File: src/trsb_blend.sv
// Blend arithmetic: moves one track byte toward a target by a curve weight.
`default_nettype none
module trsb_blend (
  input  wire logic [7:0] cur_byte,
  input  wire logic [7:0] target,
  input  wire logic [7:0] weight,
  output logic      [7:0] new_byte
);

  logic signed [8:0]  diff;
  logic signed [17:0] prod;

  // (w << 7) / 2^15 is w / 2^8; bits 15:8 of the product are the floored
  // quotient modulo 256, which is all the wrapped sum needs.
  always_comb begin
    diff     = $signed({1'b0, target}) - $signed({1'b0, cur_byte});
    prod     = diff * $signed({1'b0, weight});
    new_byte = cur_byte + prod[15:8];
  end

endmodule
`default_nettype wire
File: config.mk
export PLATFORM = sky130hd
export DESIGN_NAME = trsb_blend
export DESIGN_NICKNAME = d
export VERILOG_FILES = /design/src/trsb_blend.sv
export SDC_FILE = /design/constraint.sdc
export NUM_CORES = 1
export LEC_CHECK = 0
export BUFFER_PORTS_ARGS = -buffer_cell sky130_fd_sc_hd__buf_2
export CAP_MARGIN = 25
export CORE_ASPECT_RATIO = 0.9
export CORE_UTILIZATION = 50
export DETAILED_ROUTE_END_ITERATION = 12
export PLACE_DENSITY = 0.71
export SYNTH_ARGS = -nofsm -noshare
export SYNTH_HDL_FRONTEND = slang
export SYNTH_SLANG_ARGS = --single-unit
File: constraint.sdc
create_clock -name vclk -period 10.2
set_input_delay 1.53 -clock vclk [all_inputs]
set_output_delay 1.53 -clock vclk [all_outputs]
set_load 0.01 [all_outputs]
==> results.cfg <==
[sta]
min_period_over_period_pct = 95.20
slew_violations = 0
rsz0062_at_grt = no
min_period_ns = 9.710
hold_viol = 0
finalSetupViolCount = 0
holdWs_ns = 3.403
totalNegativeSetupSlack_ns = 0
slew_headroom_pct = 48.74
tightestPinTransition_ns = 0.7635
max_freq_mhz = 103.0

[finish]
post_layout_nonfiller_instances = 458
drive_gt1_share_pct = 9.794
nFillCells = 559
layout.nets = 513
clockBufferCount = 0
antenna_cells = 0
area_growth_pct = 8.151
seq_cell_count = 0
final_common_cell = inv_1
final_cell_mix = 93 x inv_1, 56 x fa_1, 43 x ha_1
utilization_pct = 56.80
seqCellArea_um2 = 0

[place]
port_buffers = 32
dp_cells = 458
gp_congestion = 0.8439
dpl.hpwl_um = 5431

[clock_tree]
cts_resized = 0
post-cts-setup-buffers = 0
cts_hold_buf = 0

[synthesis]
syn_avg_cell_area_um2 = 8.447
yosys_warnings = 0
synth-seq-area-share_pct = 0
synth_top_family_by_area = adder cells
syn_inst = 358
netlist_area_mm2 = 0.003024
synth_fp_nets = 481
yosys.area_share.simple_pct = 17.29
synth-adder-area-share_pct = 54.86
synth_compound_area_share_pct = 8.564
yosysUniqueCellTypes = 38
synth_xor_area_share_pct = 6.951
muxShareOfSynthArea_pct = 0

[critical_path]
cp-start-kind = input port
crit_start = cur_byte[0]
critPathCaptureType = primary output
cp_data_arrival_time_ns = 8.18
critPathMaxFanout = 8
crit_type = input port to primary output
cpMaxStageDelayCell = fa_1
cp-endpoint = new_byte[6]
cp_data_required_time_ns = 8.67
slowest_delay_ns = 0.57
cp_common_cell = fa_1

[floorplanning]
start_util_pct = 52.52
rows = 26
die_y_um = 75.78
die_w_um = 83.98
core_region_area_mm2 = 0.005758
dieArea_mm2 = 0.006364
num_io_pins = 32

[routing]
via_per_inst = 5.000
drc = 6
finalWirelength_um = 6081
wl_per_cell_um = 13.28
drt_iter0_drc = 123
firstDrtPassIters = 8
via_count = 2290
final_antenna_net_count = 0

[status]
outcome = finished with violations
violations = DRC

[global_routing]
first_global_vias = 2325
grt_first_pass_wirelength_um = 10570
antenna_found_initial = 0
track_usage_pct = 20.90
grt_max_degree = 11
grt_overflow = 0

[run]
maxCapViolations = 0

[min_path]
hold_path.class = input port to primary output
==> synth_stat cells, drive strengths merged, types with 3 or more instances <==
cell    count  share of area [%]
a21boi      3               0.74
a21oi       6               0.99
and2       20                4.1
and2b       7                1.7
and3        6                1.2
clkbuf      3               0.37
fa         56                 37
ha         43                 18
inv        93                 12
nand2      33                4.1
nand2b      5                1.1
nand3       5               0.83
nor2       11                1.4
nor2b       8                1.7
o21a        5                1.2
o21ai       8                1.3
o21bai      3               0.87
xnor2      19                5.5
xor2        5                1.4
==> worst min path at each step <==
stage | startpoint | to | slack, ns | cells past startpoint
finish | cur_byte[0] | new_byte[0] | 3.40 | 3
global route | cur_byte[0] | new_byte[0] | 3.43 | 3
CTS | cur_byte[0] | new_byte[0] | 3.41 | 3
detailed placement | cur_byte[0] | new_byte[0] | 3.40 | 3
global placement | cur_byte[0] | new_byte[0] | 3.41 | 3
floorplan | cur_byte[0] | new_byte[0] | 3.21 | 1
==> cell families after synthesis <==
| kind of cell | Yosys count |
|---|---|
| simple gates | 100 |
| fa+ha+maj | 99 |
| buf+inv | 98 |
| compound gates | 37 |
| xor+xnor | 24 |
==> worst max-delay path, delay by kind of cell <==
kind / cells / cell delay (ns)
AOI/OAI and AO/OA: 9 / 1.76
xor gates and xnor gates: 3 / 0.48
adders and majority gates: 8 / 3.23
buffers and inverters: 6 / 0.62
and+or+nand+nor: 5 / 0.56
==> metrics by stage <==
step	area [µm²]	worst slack, ns
after floorplan	3024	1.185
after global placement	3271	0.6093
after detailed placement	3271	0.5344
after CTS	3271	0.5069
after global routing	3271	0.03803
final	3271	0.4897
==> metal layers <==
layer | part of all wire, % | global-route usage [%] | wire length (µm) | vias to the layer above
li1 | - | - | - | 1154
met1 | 48 | 30.11 | 2944 | 1097
met2 | 49 | 38.62 | 2959 | 39
met3 | 2.9 | 0 | 177 | 0
met4 | 0 | 0 | 0 | 0
met5 | 0 | 0 | 0 | -
==> area by class of cell <==
| cell class | instances | area (µm²) | area share, % |
|---|---|---|---|
| inverters | 93 | 349.1 | 10.67 |
| multi-input cells | 260 | 2651 | 81.06 |
| well taps | 70 | 87.58 | 2.678 |
| repair buffers | 35 | 182.7 | 5.585 |
Power is left out: the tool's default activity adds up to more than one toggle a clock period on the data nets, which glitch-free logic cannot reach.
